$ cat src/sv/sjt_pkg.sv
// Shared types and constants for the sinusoidal joint trajectory generator.
// Used by sjt_mul, sjt_cordic and the top level; depends on nothing.
package sjt_pkg;

    // joint count fixed by the result layout
    localparam int NJ   = 3;
    localparam int JW   = 2;
    localparam int AW   = 18;   // amplitude, unsigned Q2.16
    localparam int PW   = 32;   // phase, one turn = 2^32
    localparam int POSW = 20;
    localparam int VELW = 24;
    localparam int XW   = 34;   // CORDIC x/y, signed Q2.30 with headroom
    localparam int ZW   = 33;   // CORDIC residual angle
    localparam int MW   = 32;   // shared multiplier operand width
    localparam int PRW  = 2 * MW;
    localparam int OMW  = 37;   // omega, Q16 rad/s
    localparam int AVW  = 56;   // amplitude times omega, Q32

    localparam logic signed [XW-1:0] GAIN_Q30   = 34'sd652032874;
    localparam logic signed [XW:0]   ONE_Q30    = 35'sd1073741824;
    localparam logic [MW-1:0]        TWO_PI_Q29 = 32'd3373259426;

    localparam logic [AW-1:0] AMP0_RST  = 18'd25736;
    localparam logic [AW-1:0] AMP1_RST  = 18'd51472;
    localparam logic [AW-1:0] AMP2_RST  = 18'd51472;
    localparam logic [PW-1:0] STEP0_RST = 32'd2147484;
    localparam logic [PW-1:0] STEP1_RST = 32'd1431656;
    localparam logic [PW-1:0] STEP2_RST = 32'd1431656;

    // register map, byte address = 4 * index
    typedef enum logic [2:0] {
        REG_AMP0  = 3'd0,
        REG_AMP1  = 3'd1,
        REG_AMP2  = 3'd2,
        REG_STEP0 = 3'd3,
        REG_STEP1 = 3'd4,
        REG_STEP2 = 3'd5
    } t_reg_idx;

    typedef struct packed {
        logic          start;
        logic [PW-1:0] phase;
    } t_cordic_req;

    typedef struct packed {
        logic                 done;
        logic signed [XW-1:0] cos_q;
        logic signed [XW-1:0] sin_q;
    } t_cordic_res;

    typedef struct packed {
        logic          en;
        logic [MW-1:0] a;
        logic [MW-1:0] b;
    } t_mul_req;

    // arctangent of 2^-i in turns * 2^32
    function automatic logic [31:0] atan_turns(input logic [4:0] idx);
        logic [31:0] v;
        case (idx)
            5'd0:  v = 32'd536870912;
            5'd1:  v = 32'd316933406;
            5'd2:  v = 32'd167458907;
            5'd3:  v = 32'd85004756;
            5'd4:  v = 32'd42667331;
            5'd5:  v = 32'd21354465;
            5'd6:  v = 32'd10679838;
            5'd7:  v = 32'd5340245;
            5'd8:  v = 32'd2670163;
            5'd9:  v = 32'd1335087;
            5'd10: v = 32'd667544;
            5'd11: v = 32'd333772;
            5'd12: v = 32'd166886;
            5'd13: v = 32'd83443;
            5'd14: v = 32'd41722;
            5'd15: v = 32'd20861;
            5'd16: v = 32'd10430;
            5'd17: v = 32'd5215;
            5'd18: v = 32'd2608;
            5'd19: v = 32'd1304;
            5'd20: v = 32'd652;
            5'd21: v = 32'd326;
            5'd22: v = 32'd163;
            5'd23: v = 32'd81;
            5'd24: v = 32'd41;
            5'd25: v = 32'd20;
            5'd26: v = 32'd10;
            5'd27: v = 32'd5;
            5'd28: v = 32'd3;
            5'd29: v = 32'd1;
            5'd30: v = 32'd1;
            default: v = 32'd0;
        endcase
        return v;
    endfunction

endpackage

$ cat src/sv/sjt_mul.sv
// Shared 32x32 unsigned multiplier with a registered product.
// Depends on sjt_pkg for the request struct and widths.
module sjt_mul (
    input  logic              i_clk,
    input  sjt_pkg::t_mul_req i_req,
    output logic [63:0]       o_prod
);
    import sjt_pkg::*;

    logic [PRW-1:0] r_prod;

    // product holds until the next issued request
    always_ff @(posedge i_clk) begin
        if (i_req.en) begin
            r_prod <= i_req.a * i_req.b;
        end
    end

    assign o_prod = r_prod;

endmodule

$ cat config.mk
export PLATFORM = sky130hd
export DESIGN_NAME = sjt_mul
export DESIGN_NICKNAME = d
export VERILOG_FILES = /design/src/sv/sjt_pkg.sv /design/src/sv/sjt_mul.sv
export SDC_FILE = /design/constraint.sdc
export NUM_CORES = 2
export LEC_CHECK = 0
export ABC_AREA = 1
export BUFFER_PORTS_ARGS = -buffer_cell sky130_fd_sc_hd__buf_2
export CAP_MARGIN = 10
export CORE_MARGIN = 2
export CORE_UTILIZATION = 38
export CTS_CLUSTER_DIAMETER = 30
export DETAILED_ROUTE_END_ITERATION = 7
export PLACE_DENSITY_LB_ADDON = 0.25
export SETUP_SLACK_MARGIN = 0.02
export SLEW_MARGIN = 25
export SYNTH_ARGS = -nofsm -noshare
export SYNTH_HDL_FRONTEND = slang
export SYNTH_SLANG_ARGS = --single-unit
$ cat constraint.sdc
create_clock -name i_clk -period 21.4 [get_ports i_clk]
set_input_delay 4.28 -clock i_clk [delete_from_list [all_inputs] [get_ports i_clk]]
set_output_delay 4.28 -clock i_clk [all_outputs]
set_load 0.05 [all_outputs]
==> flow_summary_export.csv <==
group,metric,value,unit
synth,ys_ff_latch,64,
detailed_routing,routed_via_density,4.616,
place,hpwl,87890,um
floorplanning,initial_utilization,0.3815,
place,post-place-ws,9.959,ns
global_route,grt_use_total,0.2152,
timing,fmax,0.09074,GHz
timing,final.setup.tns,0,ns
synth,synthAdderAreaFrac,0.5580,
timing,worst_pin_slew,0.9339,ns
clock_tree,cts_tree,"yes",
clock_tree,post-cts-setup-buffer-count,0,
synth,synth.avg_cell_area,7.573,um^2
clock_tree,holdBufCountCts,0,
synth,netlist.area_leader.share,0.4715,
timing,finalSetupViolations,0,
floorplanning,pin_count,130,
setup_path,cp-end-kind,"register",
floorplanning,num_rows,116,
worst_hold_path,min_path_type,"input port to register",
layout,largest_reg_flops,64,
synth,synthCells,5023,
timing,period_minus_slack,11.02,ns
layout,fin_area,40010,um^2
layout,fillers,10300,
floorplanning,die_area,102700,um^2
detailed_routing,drcViolationCount,0,
layout,final_common_cell,"inv_1",
clock_tree,cts_buffers,9,
clock_tree,clock_sinks,64,
layout,fin_nets,6205,
global_route,grt_pass1_wl,172500,um
floorplanning,coreArea,99710,um^2
setup_path,crit_path_max_fanout,32,
place,placed_area,39660,um^2
layout,final_cell_mix,"1723 x inv_1, 1566 x nand2_1, 896 x fa_1",
synth,synth_cell_types,23,
setup_path,worstPathArrival,11.12,ns
clock_tree,cts-root-buf,"clkbuf_16",
synth,synth_compound_area_frac,0.008387,
synth,synth_top_family_by_area,"adder cells",
detailed_routing,drt-initial-drc-count,1902,
detailed_routing,antenna_left,0,
floorplanning,die_x,320.4,um
synth,muxShareOfSynthArea,0,
timing,slew_violations,0,
global_route,antenna_found_initial,3,
floorplanning,fp.dieH,320.4,um
detailed_routing,vias,29010,
clock_tree,htreeDepth,3,
timing,timing.final.crit_share,0.5150,
setup_path,critPathLaunchType,"input port",
timing,hold_viol_final,0,
synth,synth_simple_gate_area_frac,0.1849,
clock_tree,cts-resized-gates,0,
detailed_routing,wl_per_cell,16.72,um
global_route,grt-ovfl-total,0,
synth,yosysWarnings,0,
synth,synth_seq_area_share,0.05052,
timing,setup_ws,10.38,ns
place,gp_congestion,0.9488,
clock_tree,clockBufferDepth,2,
setup_path,cp.required,21.50,ns
timing,fin_hold_ws,4.611,ns
setup_path,worstSetupPathType,"input port to register",
global_route,grt_pass1_vias,31420,
synth,synth_area,38040,um^2
synth,synth_xor_area_frac,0.008058,
run,cap_viol_max_count,0,
synth,yosysTopAreaCell,"fa_1",
layout,area_growth,5.184,%
detailed_routing,first_pass_iters,7,
timing,rsz0062_at_grt,"false",
timing,slew-limit-headroom,0.3774,
layout,drive_gt1_frac,0.04373,
synth,synth_nets,6248,
run_status,outcome,"complete, no violations",
synth,ys_top_cells_by_area,"fa_1 47%, inv_1 17%, nand2_1 15%",
detailed_routing,finalWirelength,105100,um
place,portBuffers,129,
clock_tree,clkTransAtPathRegs,0.07,ns
global_route,grt_max_degree,65,
-- cell families (layout without fill, tap and decap cells) --
kind of cell    after synthesis  after routing
buf+inv                    1927           1889
simple gates               1781           1781
fa+ha+maj                  1159           1159
flops                        64             64
compound gates               57             57
xor+xnor                     35             35
other cells                   0              2
-- Yosys cell counts (all sizes together) --
| master | instances |
|---|---|
| clkbuf | 192 |
| nor3 | 18 |
| o21bai | 12 |
| nand4 | 16 |
| xnor2 | 2 |
| o21ai | 2 |
| ha | 263 |
| nand3 | 65 |
| xor2 | 33 |
| fa | 896 |
| nor2 | 101 |
| inv | 1735 |
| nand2 | 1581 |
| edfxtp | 64 |
| a21oi | 43 |
-- final cells by class --
| type | instances | area, um^2 | share of cell area |
|---|---|---|---|
| Tap cell | 1298 | 1624 | 0.04059 |
| Clock inverter | 7 | 125.1 | 0.003127 |
| Clock buffer | 9 | 225.2 | 0.005629 |
| Sequential cell | 64 | 1922 | 0.04803 |
| Antenna cell | 2 | 5.005 | 0.0001251 |
| Multi-Input combinational cell | 3032 | 28890 | 0.7219 |
| Timing Repair Buffer | 138 | 713.2 | 0.01782 |
| Inverter | 1735 | 6513 | 0.1628 |
-- critical path: stages --
cell     delay [ns]
buf_2          0.67
nand2_1        0.18
fa_1           0.58
inv_1          0.06
fa_1           0.54
inv_1          0.06
fa_1           0.53
inv_1          0.05
fa_1           0.49
fa_1           0.61
fa_1           0.44
fa_1           0.52
inv_1          0.06
fa_1           0.49
inv_1          0.04
ha_1           0.37
nand2_1        0.09
nand2_1        0.12
a21oi_1        0.26
nand2_1        0.16
nand2_1        0.08
nand2_1        0.08
a21oi_1        0.17
nand2_1        0.07
nand2_1        0.05
nand2_1        0.05
-- metrics by stage --
| step | utilization | std cells |
|---|---|---|
| 2_1_floorplan | - | 5023 |
| 3_3_place_gp | 0.3977 | 6267 |
| 4_1_cts | 0.4012 | 6283 |
| 5_1_grt | 0.4013 | 6285 |
| 6_report | 0.4013 | 6285 |
| 3_5_place_dp | 0.3977 | 6267 |
-- path summary, 6_finish.rpt --
kind,startpoint,end,slack [ns],cells past startpoint
worst max-delay path,i_req[57],o_prod[60]$_DFFE_PP_,10.38,26
worst min-delay path,i_req[0],o_prod[0]$_DFFE_PP_,4.61,4
-- layer usage --
layer | vias up | track usage | part of all wire | wire [um]
li1 | 13590 | - | - | -
met4 | 0 | 0.05018 | 0.024 | 2480
met3 | 127 | 0.01888 | 0.041 | 4348
met2 | 661 | 0.3771 | 0.50 | 52310
met1 | 14640 | 0.2885 | 0.44 | 45980
met5 | - | 0 | 0 | 0
Power is left out: the tool's default activity adds up to more than one toggle a clock period on the data nets, which glitch-free logic cannot reach.
