## config.mk

```make
export PLATFORM = sky130hd
export DESIGN_NAME = sjt_cordic
export DESIGN_NICKNAME = d
export VERILOG_FILES = /design/src/sv/sjt_pkg.sv /design/src/sv/sjt_cordic.sv
export SDC_FILE = /design/constraint.sdc
export NUM_CORES = 1
export LEC_CHECK = 0
export BUFFER_PORTS_ARGS = -buffer_cell sky130_fd_sc_hd__buf_2
export CAP_MARGIN = 25
export CELL_PAD_IN_SITES_DETAIL_PLACEMENT = 1
export CELL_PAD_IN_SITES_GLOBAL_PLACEMENT = 1
export CORE_AREA = 3 3 203 225
export DETAILED_ROUTE_END_ITERATION = 10
export DIE_AREA = 0 0 206 228
export PLACE_DENSITY = 0.82
export RECOVER_POWER = 25
export SLEW_MARGIN = 0
export SYNTH_ARGS = -nofsm -noshare
export SYNTH_HDL_FRONTEND = slang
export SYNTH_SLANG_ARGS = --single-unit
```

## constraint.sdc

```tcl
create_clock -name i_clk -period 5.7 [get_ports i_clk]
set_input_delay 0.57 -clock i_clk [delete_from_list [all_inputs] [get_ports i_clk]]
set_output_delay 0.57 -clock i_clk [all_outputs]
set_load 0.01 [all_outputs]
```

## src/sv/sjt_pkg.sv

```systemverilog
// Shared types and constants for the sinusoidal joint trajectory generator.
// Used by sjt_mul, sjt_cordic and the top level; depends on nothing.
package sjt_pkg;

    // joint count fixed by the result layout
    localparam int NJ   = 3;
    localparam int JW   = 2;
    localparam int AW   = 18;   // amplitude, unsigned Q2.16
    localparam int PW   = 32;   // phase, one turn = 2^32
    localparam int POSW = 20;
    localparam int VELW = 24;
    localparam int XW   = 34;   // CORDIC x/y, signed Q2.30 with headroom
    localparam int ZW   = 33;   // CORDIC residual angle
    localparam int MW   = 32;   // shared multiplier operand width
    localparam int PRW  = 2 * MW;
    localparam int OMW  = 37;   // omega, Q16 rad/s
    localparam int AVW  = 56;   // amplitude times omega, Q32

    localparam logic signed [XW-1:0] GAIN_Q30   = 34'sd652032874;
    localparam logic signed [XW:0]   ONE_Q30    = 35'sd1073741824;
    localparam logic [MW-1:0]        TWO_PI_Q29 = 32'd3373259426;

    localparam logic [AW-1:0] AMP0_RST  = 18'd25736;
    localparam logic [AW-1:0] AMP1_RST  = 18'd51472;
    localparam logic [AW-1:0] AMP2_RST  = 18'd51472;
    localparam logic [PW-1:0] STEP0_RST = 32'd2147484;
    localparam logic [PW-1:0] STEP1_RST = 32'd1431656;
    localparam logic [PW-1:0] STEP2_RST = 32'd1431656;

    // register map, byte address = 4 * index
    typedef enum logic [2:0] {
        REG_AMP0  = 3'd0,
        REG_AMP1  = 3'd1,
        REG_AMP2  = 3'd2,
        REG_STEP0 = 3'd3,
        REG_STEP1 = 3'd4,
        REG_STEP2 = 3'd5
    } t_reg_idx;

    typedef struct packed {
        logic          start;
        logic [PW-1:0] phase;
    } t_cordic_req;

    typedef struct packed {
        logic                 done;
        logic signed [XW-1:0] cos_q;
        logic signed [XW-1:0] sin_q;
    } t_cordic_res;

    typedef struct packed {
        logic          en;
        logic [MW-1:0] a;
        logic [MW-1:0] b;
    } t_mul_req;

    // arctangent of 2^-i in turns * 2^32
    function automatic logic [31:0] atan_turns(input logic [4:0] idx);
        logic [31:0] v;
        case (idx)
            5'd0:  v = 32'd536870912;
            5'd1:  v = 32'd316933406;
            5'd2:  v = 32'd167458907;
            5'd3:  v = 32'd85004756;
            5'd4:  v = 32'd42667331;
            5'd5:  v = 32'd21354465;
            5'd6:  v = 32'd10679838;
            5'd7:  v = 32'd5340245;
            5'd8:  v = 32'd2670163;
            5'd9:  v = 32'd1335087;
            5'd10: v = 32'd667544;
            5'd11: v = 32'd333772;
            5'd12: v = 32'd166886;
            5'd13: v = 32'd83443;
            5'd14: v = 32'd41722;
            5'd15: v = 32'd20861;
            5'd16: v = 32'd10430;
            5'd17: v = 32'd5215;
            5'd18: v = 32'd2608;
            5'd19: v = 32'd1304;
            5'd20: v = 32'd652;
            5'd21: v = 32'd326;
            5'd22: v = 32'd163;
            5'd23: v = 32'd81;
            5'd24: v = 32'd41;
            5'd25: v = 32'd20;
            5'd26: v = 32'd10;
            5'd27: v = 32'd5;
            5'd28: v = 32'd3;
            5'd29: v = 32'd1;
            5'd30: v = 32'd1;
            default: v = 32'd0;
        endcase
        return v;
    endfunction

endpackage

```

## src/sv/sjt_cordic.sv

```systemverilog
// Iterative rotation-mode CORDIC: one shift/add step per cycle, half-turn fold.
// Depends on sjt_pkg for the arctangent table, gain and structs.
module sjt_cordic #(
    parameter int ITERATIONS = 18
) (
    input  logic                 i_clk,
    input  logic                 i_rst_n,
    input  sjt_pkg::t_cordic_req i_req,
    output sjt_pkg::t_cordic_res o_res
);
    import sjt_pkg::*;

    localparam int N  = (ITERATIONS > 32) ? 32 : ITERATIONS;
    localparam int CW = $clog2(N);
    localparam logic [CW-1:0] LAST = CW'(N - 1);

    typedef enum logic [2:0] {
        C_IDLE = 3'b001,
        C_RUN  = 3'b010,
        C_FIX  = 3'b100
    } t_cstate;

    t_cstate              r_state;
    logic                 r_done;
    logic signed [XW-1:0] r_x;
    logic signed [XW-1:0] r_y;
    logic signed [ZW-1:0] r_z;
    logic [CW-1:0]        r_i;
    logic                 r_flip;

    logic [PW-1:0]        w_plus;
    logic                 w_flip;
    logic [PW-1:0]        w_p;
    logic signed [XW-1:0] w_dx;
    logic signed [XW-1:0] w_dy;
    logic signed [ZW-1:0] w_atan;

    // fold phases in [1/4, 3/4) turn by a half turn
    assign w_plus = i_req.phase + 32'h4000_0000;
    assign w_flip = w_plus[PW-1];
    assign w_p    = w_flip ? (i_req.phase ^ 32'h8000_0000) : i_req.phase;

    // arithmetic shifts floor, as required
    assign w_dx   = r_y >>> r_i;
    assign w_dy   = r_x >>> r_i;
    assign w_atan = $signed({1'b0, atan_turns(5'(r_i))});

    // sequencer
    always_ff @(posedge i_clk) begin
        if (!i_rst_n) begin
            r_state <= C_IDLE;
            r_done  <= 1'b0;
            r_i     <= '0;
        end else if (i_req.start) begin
            r_state <= C_RUN;
            r_done  <= 1'b0;
            r_i     <= '0;
        end else begin
            case (r_state)
                C_RUN: begin
                    if (r_i == LAST) begin
                        r_state <= C_FIX;
                    end else begin
                        r_i <= r_i + 1'b1;
                    end
                end
                C_FIX: begin
                    r_state <= C_IDLE;
                    r_done  <= 1'b1;
                end
                default: begin
                    r_state <= C_IDLE;
                end
            endcase
        end
    end

    // datapath
    always_ff @(posedge i_clk) begin
        if (i_req.start) begin
            r_x    <= GAIN_Q30;
            r_y    <= '0;
            r_z    <= $signed({w_p[PW-1], w_p});
            r_flip <= w_flip;
        end else if (r_state == C_RUN) begin
            if (!r_z[ZW-1]) begin
                r_x <= r_x - w_dx;
                r_y <= r_y + w_dy;
                r_z <= r_z - w_atan;
            end else begin
                r_x <= r_x + w_dx;
                r_y <= r_y - w_dy;
                r_z <= r_z + w_atan;
            end
        end else if (r_state == C_FIX && r_flip) begin
            r_x <= -r_x;
            r_y <= -r_y;
        end
    end

    assign o_res.done  = r_done;
    assign o_res.cos_q = r_x;
    assign o_res.sin_q = r_y;

endmodule

```

==> key figures <==
Route
  – Via count: 21154
  – DRT antenna net count: 0
  – Drt first pass iters: 5
  – DR vias/cell: 6.51
  – Final WL: 83300 um
  – DRC Markers: 0
  – DRT iter0 DRCs: 1764
  – Routed wire length per instance: 25.6 um

Pwr
  – Combinational power share: 56.7%
  – Leak Pwr: 0.00966 uW
  – Net Sw Frac: 43.6%
  – Peak supply drop: 236 uV
  – Pwr Total: 5440 uW
  – Switching pwr: 2370 uW
  – Reg power frac: 22.0%
  – Pwr dens: 239 mW/mm^2
  – Clock share of power: 21.3%
  – Int Pwr: 3070 uW

Clocking
  – CTS Buf Count: 17
  – H-tree depth: 4
  – CTS tree: yes
  – Hold-fix buffers, CTS: 0
  – Root Driver: clkbuf_16
  – Clock Tree Buf Depth: 2
  – Later-pin clock latency in the skew report: 500 ps
  – Clock Pin Slew Worst Setup and Hold Paths: 70 ps
  – Clock Sink Count: 141

Die
  – Initial core utilization: 43.1%
  – Die Span Y: 228 um
  – FP Rows: 80
  – Num ports: 104
  – Die Span X: 206 um
  – Die area: 0.0470 mm^2
  – Core ar.: 0.0434 mm^2

Setup path
  – CP startpoint kind: flop
  – Critical path arrival: 6190 ps
  – Crit-path max FO: 11
  – Crit path launch: r_i[1]
  – Worst flop-to-flop path startpoint: r_i[1]
  – Worst Setup Path Type: flop to flop
  – Worst Path Required: 6150 ps
  – CP Capture Type: flop

Global routing
  – Initial antenna violation count: 0
  – Vias in the first global route: 22168
  – Largest net degree at the start of global routing: 77
  – Wire length of the first global-routing pass: 125000 um
  – Aggregate global-route resource usage: 33.7%
  – Grt total ovfl: 0

Timing
  – Slew @ Worst Pin: 2600 ps
  – Min Tclk post-route: 5740 ps
  – Relative slew slack: -73.3%
  – Pins over their slew limit: 68
  – Fin crit share: 101%
  – Worst setup margin: -43.3 ps
  – RSZ-0062 raised after global routing: yes
  – Worst Clk Skew: 12.5 ps
  – TNS Setup: -43.3 ps
  – FMAX: 0.174 GHz
  – Endpoints failing setup: 1
  – Fin. Hold Viols: 0

Place
  – Placer Congestion: 1.03
  – HPWL Detailed: 62200 um
  – Port bufs: 103
  – Placed insts: 3177
  – Post-place setup slack: -443 ps

Synth
  – Mean Syn Cell Area: 7.87 um^2
  – Number of flops mapped to enable cells by yosys: 34
  – Area contributors post-synth: dfxtp_1, mux4_2, ha_1
  – Synth Flop Type: dfxtp_1
  – Cell area after synthesis: 0.0187 mm^2
  – Synth top area share: 11.4%
  – Largest area contributor in the synthesized netlist: dfxtp_1
  – Syn nets: 2529
  – FF+latch count, synth: 141
  – FFs w/ async S/R, synth: 0%
  – Mapped Cells: 2378
  – Count of different cell masters after synthesis: 100
  – Sequential share of the synthesized area: 16.9%
  – Synth warn: 0

Final layout
  – Final design utilization: 52.4%
  – Non-Filler Instances: 3250
  – Final nets: 2814
  – Area added between synthesis and finish: 21.5%
  – Number of diodes: 0
  – Fraction of layout cells with a size suffix above 1: 24.6%

Run status
  – Failing checks: capacitance limit, slew limit, setup timing
  – Status: finished, violations left

Hold path
  – Hold_sp: i_rst_n
  – HP Class: primary input to flop

Flow run
  – Maxcap violations: 1
==> timing repair <==
| action | in CTS | in global routing |
|---|---|---|
| setup endpoints to repair | 17 | 22 |
| pin swaps | 3 | 44 |
| gates cloned | 0 | 2 |
| buffers inserted | 6 | 32 |
| resized for setup | 18 | 88 |
==> layout by cell type (no fill, tap or decap), types with 14 or more instances in the layout <==
| cell | instances |
|---|---|
| buf_4 | 290 |
| nor2_1 | 232 |
| nand2_1 | 210 |
| a21oi_1 | 199 |
| o21ai_0 | 139 |
| xnor2_1 | 120 |
| ha_1 | 111 |
| dfxtp_1 | 102 |
| buf_2 | 94 |
| xor2_1 | 91 |
| mux4_2 | 66 |
| nor3_1 | 60 |
| mux2i_1 | 59 |
| a21o_1 | 57 |
| a31oi_1 | 56 |
| inv_1 | 54 |
| a211oi_1 | 44 |
| mux2_2 | 36 |
| nand3_1 | 34 |
| clkbuf_1 | 34 |
| edfxtp_1 | 34 |
| nand2b_1 | 30 |
| o22ai_1 | 26 |
| o21a_1 | 23 |
| o211ai_1 | 22 |
| o31ai_1 | 21 |
| nor2b_1 | 19 |
| clkbuf_16 | 19 |
| or3_1 | 18 |
| and2_1 | 18 |
| and3_1 | 16 |
| a211o_1 | 14 |
==> power by group through the flow <==
| stage | clock (uW) | combinational (uW) | sequential, uW |
|---|---|---|---|
| 2_1_floorplan | 0 | 1940 | 1190 |
| 3_3_place_gp | 0 | 2730 | 1210 |
| 3_5_place_dp | 0 | 2870 | 1220 |
| 4_1_cts | 1180 | 2930 | 1190 |
| 5_1_grt | 1220 | 3340 | 1200 |
| 6_report | 1160 | 3080 | 1200 |
==> worst paths after layout <==
| kind | end | slack, ps | cells after the start |
|---|---|---|---|
| max | r_x[30] | -40 | 26 |
| min | r_state[0] | 290 | 2 |
| max reg2reg | r_x[30] | -40 | 26 |
| min reg2reg | r_done | 540 | 2 |
==> critical path, stage by stage, from the launching register on <==
cell       delay, ps
dfxtp_4          440
buf_8            190
clkbuf_16        180
buf_6            180
mux4_2           370
and2_1           210
a211o_1          270
nand4_1          200
nand3_2          160
buf_6            160
and4b_2          290
buf_6            120
a21oi_1           70
xnor2_1          220
ha_1             300
a21o_1           220
a221o_1          320
a21oi_2          170
o21ai_1           90
a21oi_1          160
buf_4            150
a211o_1          200
o41ai_2           80
buf_4            160
o41a_1           410
nor4_2           200
a211o_1          150
==> routing by layer <==
metal	part of all wire, %	up-vias	track usage [%]
met3	5.8	315	5.42
met5	0	-	0
met1	38	10551	38.5
met2	50	861	59.2
li1	-	9427	-
met4	6.4	0	18.8
==> per-stage QoR <==
stage                     hold WS, ps  area (um^2)
after floorplan                   442        18700
after global placement            517        21500
after detailed placement          530        21500
after CTS                         263        22200
after global routing              300        22800
final                             289        22800
==> flip-flops by register name (all words and copies together) (netlist names) <==
signal / count
r_done: 1
r_y: 34
w_atan: 30
r_i: 5
r_z: 33
r_state: 3
r_flip: 1
r_x: 34
==> cell type report <==
type                       instances  area [um^2]
clock inverter                    14          134
inverter                          60          229
clock buffer                      18          429
fill                            5356        20700
timing repair buffer             444         3240
tap                              574          718
sequential                       141         3180
multi-input combinational       1999        14800
==> Yosys cell counts, types with 12 or more instances <==
master	instances
mux4_2	66
mux2_2	38
o221ai_1	13
a211o_1	14
and2_1	20
ha_1	113
o22ai_1	29
edfxtp_1	34
inv_1	54
nor4_1	12
xnor2_1	121
a21o_1	57
xor2_1	91
buf_2	32
a21oi_1	204
nor3_1	62
and3_1	17
o21ai_0	151
or3_1	20
nand3_1	36
a211oi_1	44
dfxtp_1	107
nor2b_1	21
clkbuf_1	108
mux2i_1	67
buf_1	13
nor2_1	238
nor3b_1	12
or2_2	12
o21a_1	23
nand2b_1	30
o21bai_1	13
o31ai_1	21
a31oi_1	57
o211ai_1	22
nand2_1	211
==> cell families (layout without fill, tap and decap cells) <==
kind of cell | after synthesis | count (layout) | synth area share, %
AOI/OAI and AO/OA | 760 | 760 | 26.5
xor gates and xnor gates | 214 | 214 | 10.1
adders and majority gates | 116 | 116 | 7.87
buffers and inverters | 238 | 536 | 5.89
DFF | 141 | 141 | 16.9
muxes | 175 | 175 | 14.2
and+or+nand+nor | 734 | 734 | 18.5
(Power assumes the default switching activity.)
